**src/hdl/olisr_pkg.sv**
```systemverilog
// Shared types for the ordered list block: request and status codes,
// and the command and status words between the controller and the datapath.
// No dependencies.
`timescale 1ns / 1ps
`default_nettype none

package olisr_pkg;

    // Request opcodes
    typedef enum logic [1:0] {
        OP_INS_FIRST = 2'd0,
        OP_INS_LAST  = 2'd1,
        OP_SEARCH    = 2'd2,
        OP_REMOVE    = 2'd3
    } t_op;

    // Result status codes
    typedef enum logic [1:0] {
        STAT_OK        = 2'd0,
        STAT_NOT_FOUND = 2'd1,
        STAT_FULL      = 2'd2,
        STAT_EMPTY     = 2'd3
    } t_status;

    // Walk index update
    typedef enum logic [2:0] {
        IDX_HOLD        = 3'd0,
        IDX_ZERO        = 3'd1,
        IDX_LAST        = 3'd2,
        IDX_AFTER_MATCH = 3'd3,
        IDX_INC         = 3'd4,
        IDX_DEC         = 3'd5
    } t_idx_op;

    // Memory write source
    typedef enum logic [2:0] {
        WR_NONE     = 3'd0,
        WR_VAL_HEAD = 3'd1,
        WR_VAL_TAIL = 3'd2,
        WR_UP       = 3'd3,
        WR_DN       = 3'd4
    } t_wr_op;

    // Result position source
    typedef enum logic [1:0] {
        POS_ZERO  = 2'd0,
        POS_LEN   = 2'd1,
        POS_RADDR = 2'd2,
        POS_MATCH = 2'd3
    } t_pos_sel;

    // Length update
    typedef enum logic [1:0] {
        LEN_HOLD = 2'd0,
        LEN_INC  = 2'd1,
        LEN_DEC  = 2'd2
    } t_len_op;

    // Controller to datapath
    typedef struct packed {
        logic     load;
        logic     rd;
        logic     match_cap;
        t_idx_op  idx_op;
        t_wr_op   wr_op;
        t_len_op  len_op;
        logic     res_load;
        t_status  res_status;
        logic     res_found;
        t_pos_sel pos_sel;
    } t_cmd;

    // Datapath to controller
    typedef struct packed {
        logic full;
        logic empty;
        logic hit;
        logic idx_zero;
        logic idx_end;
        logic rvalid;
    } t_stat;

endpackage

`default_nettype wire

```
**src/hdl/olisr_datapath.sv**
```systemverilog
// Datapath of the ordered list: entry memory, length, walk index,
// registered read with compare, and the result registers.
// Depends on olisr_pkg.
`timescale 1ns / 1ps
`default_nettype none

module olisr_datapath
    import olisr_pkg::*;
#(
    parameter int LIST_DEPTH = 16
) (
    input  wire logic               i_clk,
    input  wire logic               i_rst_n,
    input  wire logic signed [31:0] i_value,
    input  wire t_cmd               i_cmd,
    output t_stat                   o_stat,
    output logic             [1:0]  o_status,
    output logic                    o_found,
    output logic             [3:0]  o_position,
    output logic             [4:0]  o_entry_count,
    output logic                    o_done
);

    localparam int AW = $clog2(LIST_DEPTH);
    localparam int LW = $clog2(LIST_DEPTH + 1);
    localparam int PW = (LW > 4) ? LW : 4;
    localparam int CW = (LW > 5) ? LW : 5;

    logic [31:0]   r_mem [0:LIST_DEPTH-1];
    logic [31:0]   r_val;
    logic [31:0]   r_rdata;
    logic [AW-1:0] r_raddr;
    logic [AW-1:0] r_match;
    logic [LW-1:0] r_len;
    logic [LW-1:0] r_idx;
    logic          r_rvalid;
    logic [1:0]    r_status;
    logic          r_found;
    logic [3:0]    r_position;
    logic [4:0]    r_entry_count;
    logic          r_done;

    logic [LW-1:0] n_len;
    logic [LW-1:0] n_idx;
    logic          wr_en;
    logic [AW-1:0] wr_addr;
    logic [31:0]   wr_data;
    logic [PW-1:0] pos_w;
    logic [CW-1:0] cnt_w;
    logic          hit;

    // Compare the word read last cycle
    assign hit = r_rvalid && (r_rdata == r_val);

    // Next length
    always_comb begin
        case (i_cmd.len_op)
            LEN_HOLD: n_len = r_len;
            LEN_INC:  n_len = r_len + LW'(1);
            LEN_DEC:  n_len = r_len - LW'(1);
            default:  n_len = r_len;
        endcase
    end

    // Next walk index
    always_comb begin
        case (i_cmd.idx_op)
            IDX_HOLD:        n_idx = r_idx;
            IDX_ZERO:        n_idx = '0;
            IDX_LAST:        n_idx = r_len - LW'(1);
            IDX_AFTER_MATCH: n_idx = LW'(r_raddr) + LW'(1);
            IDX_INC:         n_idx = r_idx + LW'(1);
            IDX_DEC:         n_idx = r_idx - LW'(1);
            default:         n_idx = r_idx;
        endcase
    end

    // Select write address and data
    always_comb begin
        wr_en   = 1'b1;
        wr_addr = '0;
        wr_data = r_val;
        case (i_cmd.wr_op)
            WR_NONE:     wr_en = 1'b0;
            WR_VAL_HEAD: wr_addr = '0;
            WR_VAL_TAIL: wr_addr = r_len[AW-1:0];
            WR_UP: begin
                wr_addr = r_raddr + AW'(1);
                wr_data = r_rdata;
            end
            WR_DN: begin
                wr_addr = r_raddr - AW'(1);
                wr_data = r_rdata;
            end
            default:     wr_en = 1'b0;
        endcase
    end

    // Result position and count, low bits kept
    always_comb begin
        case (i_cmd.pos_sel)
            POS_ZERO:  pos_w = '0;
            POS_LEN:   pos_w = PW'(r_len);
            POS_RADDR: pos_w = PW'(r_raddr);
            POS_MATCH: pos_w = PW'(r_match);
            default:   pos_w = '0;
        endcase
        cnt_w = CW'(n_len);
    end

    // Status toward the controller
    always_comb begin
        o_stat.full     = (r_len == LW'(LIST_DEPTH));
        o_stat.empty    = (r_len == '0);
        o_stat.hit      = hit;
        o_stat.idx_zero = (r_idx == '0);
        o_stat.idx_end  = (r_idx == r_len);
        o_stat.rvalid   = r_rvalid;
    end

    // Control registers
    always_ff @(posedge i_clk) begin
        if (!i_rst_n) begin
            r_len    <= '0;
            r_idx    <= '0;
            r_rvalid <= 1'b0;
            r_done   <= 1'b0;
        end else begin
            r_len    <= n_len;
            r_idx    <= n_idx;
            r_rvalid <= i_cmd.rd;
            r_done   <= i_cmd.res_load;
        end
    end

    // Entry memory with registered read
    always_ff @(posedge i_clk) begin
        if (i_cmd.rd) begin
            r_rdata <= r_mem[r_idx[AW-1:0]];
            r_raddr <= r_idx[AW-1:0];
        end
        if (wr_en) begin
            r_mem[wr_addr] <= wr_data;
        end
    end

    // Capture request value, match index and result word
    always_ff @(posedge i_clk) begin
        if (i_cmd.load) begin
            r_val <= i_value;
        end
        if (i_cmd.match_cap) begin
            r_match <= r_raddr;
        end
        if (i_cmd.res_load) begin
            r_status      <= i_cmd.res_status;
            r_found       <= i_cmd.res_found;
            r_position    <= pos_w[3:0];
            r_entry_count <= cnt_w[4:0];
        end
    end

    assign o_status      = r_status;
    assign o_found       = r_found;
    assign o_position    = r_position;
    assign o_entry_count = r_entry_count;
    assign o_done        = r_done;

    // Length stays within the memory
    a_len_bound: assert property (@(posedge i_clk) disable iff (!i_rst_n)
        r_len <= LW'(LIST_DEPTH))
        else $error("list length beyond depth");

    // Writes land inside the list or one past its end
    a_wr_range: assert property (@(posedge i_clk) disable iff (!i_rst_n)
        wr_en |-> ((LW + 1)'(wr_addr) <= (LW + 1)'(r_len)))
        else $error("write outside list");

    // Length changes only with a result
    a_len_res: assert property (@(posedge i_clk) disable iff (!i_rst_n)
        (i_cmd.len_op != LEN_HOLD) |-> i_cmd.res_load)
        else $error("length changed without result");

    // Shift writes need a word read the cycle before
    a_shift_data: assert property (@(posedge i_clk) disable iff (!i_rst_n)
        (i_cmd.wr_op == WR_UP || i_cmd.wr_op == WR_DN) |-> r_rvalid)
        else $error("shift write without read data");

endmodule

`default_nettype wire

```
**src/hdl/olisr_ctrl.sv**
```systemverilog
// Controller of the ordered list: request decode and the walk sequences
// for search, remove (shift down) and insert-first (shift up).
// Depends on olisr_pkg.
`timescale 1ns / 1ps
`default_nettype none

module olisr_ctrl
    import olisr_pkg::*;
(
    input  wire logic       i_clk,
    input  wire logic       i_rst_n,
    input  wire logic       i_start,
    input  wire logic [1:0] i_opcode,
    input  wire t_stat      i_stat,
    output t_cmd            o_cmd,
    output logic            o_busy
);

    typedef enum logic [2:0] {
        S_IDLE,
        S_APPEND,
        S_HEAD,
        S_UP,
        S_UP_TAIL,
        S_SCAN,
        S_DROP
    } t_state;

    t_state r_state;
    t_state n_state;
    logic   r_remove;
    logic   n_remove;
    t_op    op;

    assign op     = t_op'(i_opcode);
    assign o_busy = (r_state != S_IDLE);

    // Decode state and status into datapath commands
    always_comb begin
        n_state          = r_state;
        n_remove         = r_remove;
        o_cmd.load       = 1'b0;
        o_cmd.rd         = 1'b0;
        o_cmd.match_cap  = 1'b0;
        o_cmd.idx_op     = IDX_HOLD;
        o_cmd.wr_op      = WR_NONE;
        o_cmd.len_op     = LEN_HOLD;
        o_cmd.res_load   = 1'b0;
        o_cmd.res_status = STAT_OK;
        o_cmd.res_found  = 1'b0;
        o_cmd.pos_sel    = POS_ZERO;
        case (r_state)
            S_IDLE: begin
                if (i_start) begin
                    o_cmd.load = 1'b1;
                    n_remove   = (op == OP_REMOVE);
                    case (op)
                        OP_INS_FIRST, OP_INS_LAST: begin
                            if (i_stat.full) begin
                                o_cmd.res_load   = 1'b1;
                                o_cmd.res_status = STAT_FULL;
                            end else if (op == OP_INS_LAST) begin
                                n_state = S_APPEND;
                            end else if (i_stat.empty) begin
                                n_state = S_HEAD;
                            end else begin
                                o_cmd.idx_op = IDX_LAST;
                                n_state      = S_UP;
                            end
                        end
                        OP_SEARCH, OP_REMOVE: begin
                            if (i_stat.empty) begin
                                o_cmd.res_load   = 1'b1;
                                o_cmd.res_status = STAT_EMPTY;
                            end else begin
                                o_cmd.idx_op = IDX_ZERO;
                                n_state      = S_SCAN;
                            end
                        end
                        default: begin
                            n_state = S_IDLE;
                        end
                    endcase
                end
            end
            S_APPEND: begin
                o_cmd.wr_op    = WR_VAL_TAIL;
                o_cmd.len_op   = LEN_INC;
                o_cmd.res_load = 1'b1;
                o_cmd.pos_sel  = POS_LEN;
                n_state        = S_IDLE;
            end
            // Move each word one place back, last entry first
            S_UP: begin
                o_cmd.rd = 1'b1;
                if (i_stat.rvalid) begin
                    o_cmd.wr_op = WR_UP;
                end
                if (i_stat.idx_zero) begin
                    n_state = S_UP_TAIL;
                end else begin
                    o_cmd.idx_op = IDX_DEC;
                end
            end
            S_UP_TAIL: begin
                o_cmd.wr_op = WR_UP;
                n_state     = S_HEAD;
            end
            S_HEAD: begin
                o_cmd.wr_op    = WR_VAL_HEAD;
                o_cmd.len_op   = LEN_INC;
                o_cmd.res_load = 1'b1;
                o_cmd.pos_sel  = POS_ZERO;
                n_state        = S_IDLE;
            end
            // Read one word a cycle, compare it in the cycle after
            S_SCAN: begin
                if (i_stat.hit) begin
                    if (r_remove) begin
                        o_cmd.match_cap = 1'b1;
                        o_cmd.idx_op    = IDX_AFTER_MATCH;
                        n_state         = S_DROP;
                    end else begin
                        o_cmd.res_load  = 1'b1;
                        o_cmd.res_found = 1'b1;
                        o_cmd.pos_sel   = POS_RADDR;
                        n_state         = S_IDLE;
                    end
                end else if (i_stat.idx_end) begin
                    o_cmd.res_load   = 1'b1;
                    o_cmd.res_status = STAT_NOT_FOUND;
                    n_state          = S_IDLE;
                end else begin
                    o_cmd.rd     = 1'b1;
                    o_cmd.idx_op = IDX_INC;
                end
            end
            // Close the gap: move each later word one place forward
            S_DROP: begin
                if (i_stat.rvalid) begin
                    o_cmd.wr_op = WR_DN;
                end
                if (i_stat.idx_end) begin
                    o_cmd.len_op    = LEN_DEC;
                    o_cmd.res_load  = 1'b1;
                    o_cmd.res_found = 1'b1;
                    o_cmd.pos_sel   = POS_MATCH;
                    n_state         = S_IDLE;
                end else begin
                    o_cmd.rd     = 1'b1;
                    o_cmd.idx_op = IDX_INC;
                end
            end
            default: begin
                n_state = S_IDLE;
            end
        endcase
    end

    // Hold state and the remove flag
    always_ff @(posedge i_clk) begin
        if (!i_rst_n) begin
            r_state  <= S_IDLE;
            r_remove <= 1'b0;
        end else begin
            r_state  <= n_state;
            r_remove <= n_remove;
        end
    end

    // A result is issued only when the controller returns to idle
    a_res_idle: assert property (@(posedge i_clk) disable iff (!i_rst_n)
        o_cmd.res_load |-> (n_state == S_IDLE))
        else $error("result issued while walk continues");

    // A read is never issued while a match is being taken
    a_no_rd_on_hit: assert property (@(posedge i_clk) disable iff (!i_rst_n)
        (r_state == S_SCAN && i_stat.hit) |-> !o_cmd.rd)
        else $error("read issued on a match");

    // Remove walk starts right after a match
    a_drop_entry: assert property (@(posedge i_clk) disable iff (!i_rst_n)
        (r_state == S_SCAN && i_stat.hit && r_remove) |=> (r_state == S_DROP))
        else $error("remove did not enter shift");

endmodule

`default_nettype wire

```
**src/hdl/ordered_list_insert_search_remove.sv**
```systemverilog
// Top level of the bounded ordered list of signed 32-bit values.
// Joins olisr_ctrl and olisr_datapath; depends on olisr_pkg.
//
//  channel   | signals                                  | handshake
//  ----------+------------------------------------------+------------------------------
//  request   | i_opcode, i_value                        | taken when start & !busy
//  result    | o_status, o_found, o_position,           | o_done high one cycle,
//            | o_entry_count                            | taken at that cycle's end
//
// A full-list insert or an empty-list search/remove is answered from idle;
// insert-last writes the tail without a walk, while insert-first, search and
// remove walk the list of n entries; the memory walk reads one word a cycle and
// writes the word read the cycle before.
// The result word appears in the cycle after the work ends, busy is low then.
// Reset (synchronous, active low) empties the list; no clearing pass.
// The receiver cannot stall: each result is shown for exactly one cycle.
`timescale 1ns / 1ps
`default_nettype none

module ordered_list_insert_search_remove
    import olisr_pkg::*;
#(
    parameter int LIST_DEPTH = 16
) (
    input  wire logic               i_clk,
    input  wire logic               i_rst_n,
    input  wire logic               start,
    output logic                    busy,
    input  wire logic        [1:0]  i_opcode,
    input  wire logic signed [31:0] i_value,
    output logic                    o_done,
    output logic             [1:0]  o_status,
    output logic                    o_found,
    output logic             [3:0]  o_position,
    output logic             [4:0]  o_entry_count
);

    t_cmd  cmd;
    t_stat stat;

    // Sequencer
    olisr_ctrl u_ctrl (
        .i_clk    (i_clk),
        .i_rst_n  (i_rst_n),
        .i_start  (start),
        .i_opcode (i_opcode),
        .i_stat   (stat),
        .o_cmd    (cmd),
        .o_busy   (busy)
    );

    // Storage and result word
    olisr_datapath #(
        .LIST_DEPTH (LIST_DEPTH)
    ) u_dp (
        .i_clk         (i_clk),
        .i_rst_n       (i_rst_n),
        .i_value       (i_value),
        .i_cmd         (cmd),
        .o_stat        (stat),
        .o_status      (o_status),
        .o_found       (o_found),
        .o_position    (o_position),
        .o_entry_count (o_entry_count),
        .o_done        (o_done)
    );

    // An accepted word either starts a walk or returns at once
    a_accept_progress: assert property (@(posedge i_clk) disable iff (!i_rst_n)
        (start && !busy) |=> (busy || o_done))
        else $error("accepted word neither busy nor answered");

    // A match is always reported with ok status
    a_found_ok: assert property (@(posedge i_clk) disable iff (!i_rst_n)
        (o_done && o_found) |-> (o_status == STAT_OK))
        else $error("match reported with error status");

endmodule

`default_nettype wire
```
**config.mk**
```make
export PLATFORM = sky130hd
export DESIGN_NAME = ordered_list_insert_search_remove
export DESIGN_NICKNAME = d
export VERILOG_FILES = /design/src/hdl/olisr_pkg.sv /design/src/hdl/olisr_datapath.sv /design/src/hdl/olisr_ctrl.sv /design/src/hdl/ordered_list_insert_search_remove.sv
export SDC_FILE = /design/constraint.sdc
export NUM_CORES = 1
export LEC_CHECK = 0
export BUFFER_PORTS_ARGS = -buffer_cell sky130_fd_sc_hd__buf_2
export CAP_MARGIN = 30
export CORE_MARGIN = 1
export CORE_UTILIZATION = 60
export DETAILED_ROUTE_END_ITERATION = 8
export GPL_ROUTABILITY_DRIVEN = 0
export PLACE_DENSITY = 0.77
export SYNTH_ARGS = -nofsm -noshare
export SYNTH_HDL_FRONTEND = slang
export SYNTH_HIERARCHICAL = 1
export SYNTH_SLANG_ARGS = --single-unit
```
**constraint.sdc**
```tcl
create_clock -name i_clk -period 13.4 [get_ports i_clk]
set_input_delay 2.68 -clock i_clk [delete_from_list [all_inputs] [get_ports i_clk]]
set_output_delay 2.68 -clock i_clk [all_outputs]
set_load 0.03 [all_outputs]
```
==> run metrics <==
Area Overhead vs Synth 12.1%; hold buffers post-CTS 0; Final Max Slew Viols 0; CP Data Arrival Time 5.86 ns; crit path time final roughly 5.3 ns; clk_lat worst skew a little over 0.6 ns; Worst Path Required around 14 ns; Worst path max stage delay roughly 0.73 ns; GR Overflow Total 0; largest area contributor in the synthesized netlist edfxtp_1; root buffer cell clkbuf_16; status completed; IO Count 51; vias per cell 6.57; MaxCap Viol Count 0; register bit total from synthesis 612; clk sink count between 600 and 700; largest fanout on the critical path 35; endpoint class of the critical path flip-flop; clk buf depth 3; Pre-antenna DRT Iters 7; syn_area_per_cell roughly 20 sq um; core area 40000 sq um; CP cell instances buf_2 -> nand2_1 -> inv_2 -> nand2_1 -> o221ai_1 -> nand3_1 -> inv_1 -> ha_1 -> a21o_1 -> a21oi_1 -> xnor2_1 -> a2bb2oi_1 -> o21ai_0; largest net degree at the start of global routing about 110; Worst-Margin Slew 1.14 ns; via count of the routed design about 12000; maximum vdd drop about 0.15 mV; leading cell type in the layout, fill and taps excluded edfxtp_1; power per standard cell area between 100 and 150 nW/um^2; FFs w/ async S/R, synth 0%; Clock transition at path regs roughly 0.07 ns; first-pass GRT wire length around 80000 um; setup TNS 0 ns; RSZ-0062 raised after global routing no; period utilisation layout approximately two fifths; CP Class input port to flip-flop; final wirelength 53700 um; Std-Cell Rows 73; Post-layout nets roughly 1400; CTS Buf Count 58; die area ~42000 sq um; DRC 0; port bufs 50; Slowest-stage cell, CP inv_2; CTS tree yes; setup violators final 0; Post-DP HPWL between 20000 and 30000 um; commonest non-fill, non-tap cells in the layout edfxtp_1 (596), mux4_2 (160), nand2_1 (115), clkbuf_16 (60), buf_2 (51); Max-Slew Margin vs Limit 23.8%; Synth Instances 1222; leakage roughly 8.6 nW; share of post-route cells with drive strength above 1 26.6%; initial DRC count between 1500 and 2000; GRT Total Usage a little over a quarter; ANT cells 0; register area share after synthesis around 75%; Hold Crit Class flip-flop to flip-flop; setup bufs post-CTS 0; EDFF count, synth between 500 and 600; Die Wd 204 um; Setup crit start kind input port; initial core utilization 61.1%; Reg2Reg Setup Slack approximately 8.3 ns; WL/cell 28.6 um; Fmax achieved ~190 MHz; synthesized area 24400 sq um; YS warnings 6; Detail Route Antenna Nets 0; antenna violations before repair 0; top cell type's share of synthesized area between 70% and 80%; Final Core Density roughly two thirds; Area contributors post-synth edfxtp_1 (73%), mux4_2 (15%), nand2_1 (1.8%); Netlist cell types 56; PostCTS Resize Cnt 0; Fin. Hold Viols 0; CP most frequent cell nand2_1; clk_skew approximately 0.021 ns; die height 204 um; vias in the first global route 12407; Main synth FF type edfxtp_1; H-tree depth 2; Synth Net Count ~1300
-- cell usage after synthesis, types with 5 or more instances --
cell type  count
nor3b_1        6
nor2_1        28
and2_1         8
nand3_1       13
nand2_1      116
nand4_1        7
mux4_2       160
nor2b_1       10
dfxtp_1       16
buf_2         13
nand2b_1       6
xnor2_1       39
a21oi_1       16
inv_1         19
buf_1         10
ha_1          12
o21ai_0       20
xor2_1         8
o22ai_1        5
clkbuf_1      26
buf_6          8
nor3_1        12
edfxtp_1     596
a22o_1         5
mux2i_1        5
-- layer usage --
layer | track usage [%] | wire (um) | up-vias
met4 | 7.71 | 1330 | 0
met2 | 43.1 | 26700 | 722
li1 | - | - | 5095
met3 | 4.59 | 5040 | 105
met5 | 0 | 0 | -
met1 | 38.5 | 20700 | 6411
-- where the power goes --
group          switching (mW)  total, mW  internal (mW)
Combinational          0.0931      0.134         0.0413
Clock                   0.701       1.65          0.951
Sequential             0.0121       2.16           2.15
Total                   0.806       3.94           3.14
-- flip-flops by register name, indices dropped and copies added, names as in the netlist --
name                flops
u_dp/r_mem            512
u_dp/r_rdata           32
u_dp/r_val             32
u_dp/o_entry_count      5
u_dp/r_idx              5
u_dp/r_len              5
u_dp/o_position         4
u_dp/r_match            4
u_dp/r_raddr            4
u_ctrl/r_state          3
u_dp/o_status           2
u_ctrl/r_remove         1
u_dp/o_done             1
u_dp/o_found            1
u_dp/r_rvalid           1
-- kinds of logic (layout without fill, tap and decap cells) --
kind of cell | count (synthesis) | count (layout) | synth area share [%]
DFF | 612 | 612 | 74.5
and+or+nand+nor | 224 | 224 | 4.33
muxes | 169 | 169 | 15.1
buffers and inverters | 79 | 209 | 1.56
AOI/OAI and AO/OA | 77 | 77 | 2.01
xor gates and xnor gates | 47 | 47 | 1.68
adders and majority gates | 14 | 14 | 0.778
-- critical path, delay by kind of cell --
| kind | cells | cell delay, ns |
|---|---|---|
| AO/OA/AOI/OAI | 5 | 1.27 |
| buffers and inverters | 3 | 1.02 |
| AND/OR/NAND/NOR | 3 | 0.49 |
| adder cells (fa/ha/maj) | 1 | 0.26 |
| XOR/XNOR | 1 | 0.14 |
-- final cells by class --
cell class              instances  area (sq um)
clock buffers                  68          1530
clock inverters                40           398
fillers                      2468         12600
inverters                      19          71.3
multi-input cells             531          5970
flip-flops and latches        612         18200
well taps                     525           657
repair buffers                 82           541
-- worst paths after layout --
kind	start	to	cells after the start
worst max register to register	u_ctrl/r_state[2]$_SDFFE_PN0P_	u_dp/r_mem[10][29]$_DFFE_PP_	11
worst min register to register	u_ctrl/r_remove$_SDFFE_PN0P_	u_ctrl/r_remove$_SDFFE_PN0P_	2
worst min-delay path	u_ctrl/r_remove$_SDFFE_PN0P_	u_ctrl/r_remove$_SDFFE_PN0P_	2
worst max-delay path	start	u_dp/r_idx[3]$_SDFFE_PN0P_	13
-- metrics by stage --
step	total power [mW]	hold slack (ns)	setup slack, ns	instances	area (sq um)
after floorplan	2.28	0.431	8.05	1222	24400
after global routing	4.04	0.596	7.83	1877	27400
final	3.94	0.546	8.06	1877	27400
after CTS	3.96	0.531	8.07	1877	27400
after detailed placement	2.33	0.522	7.48	1769	25500
after global placement	2.32	0.513	7.57	1762	25400
Note: power is estimated with default switching activity, not from simulation.
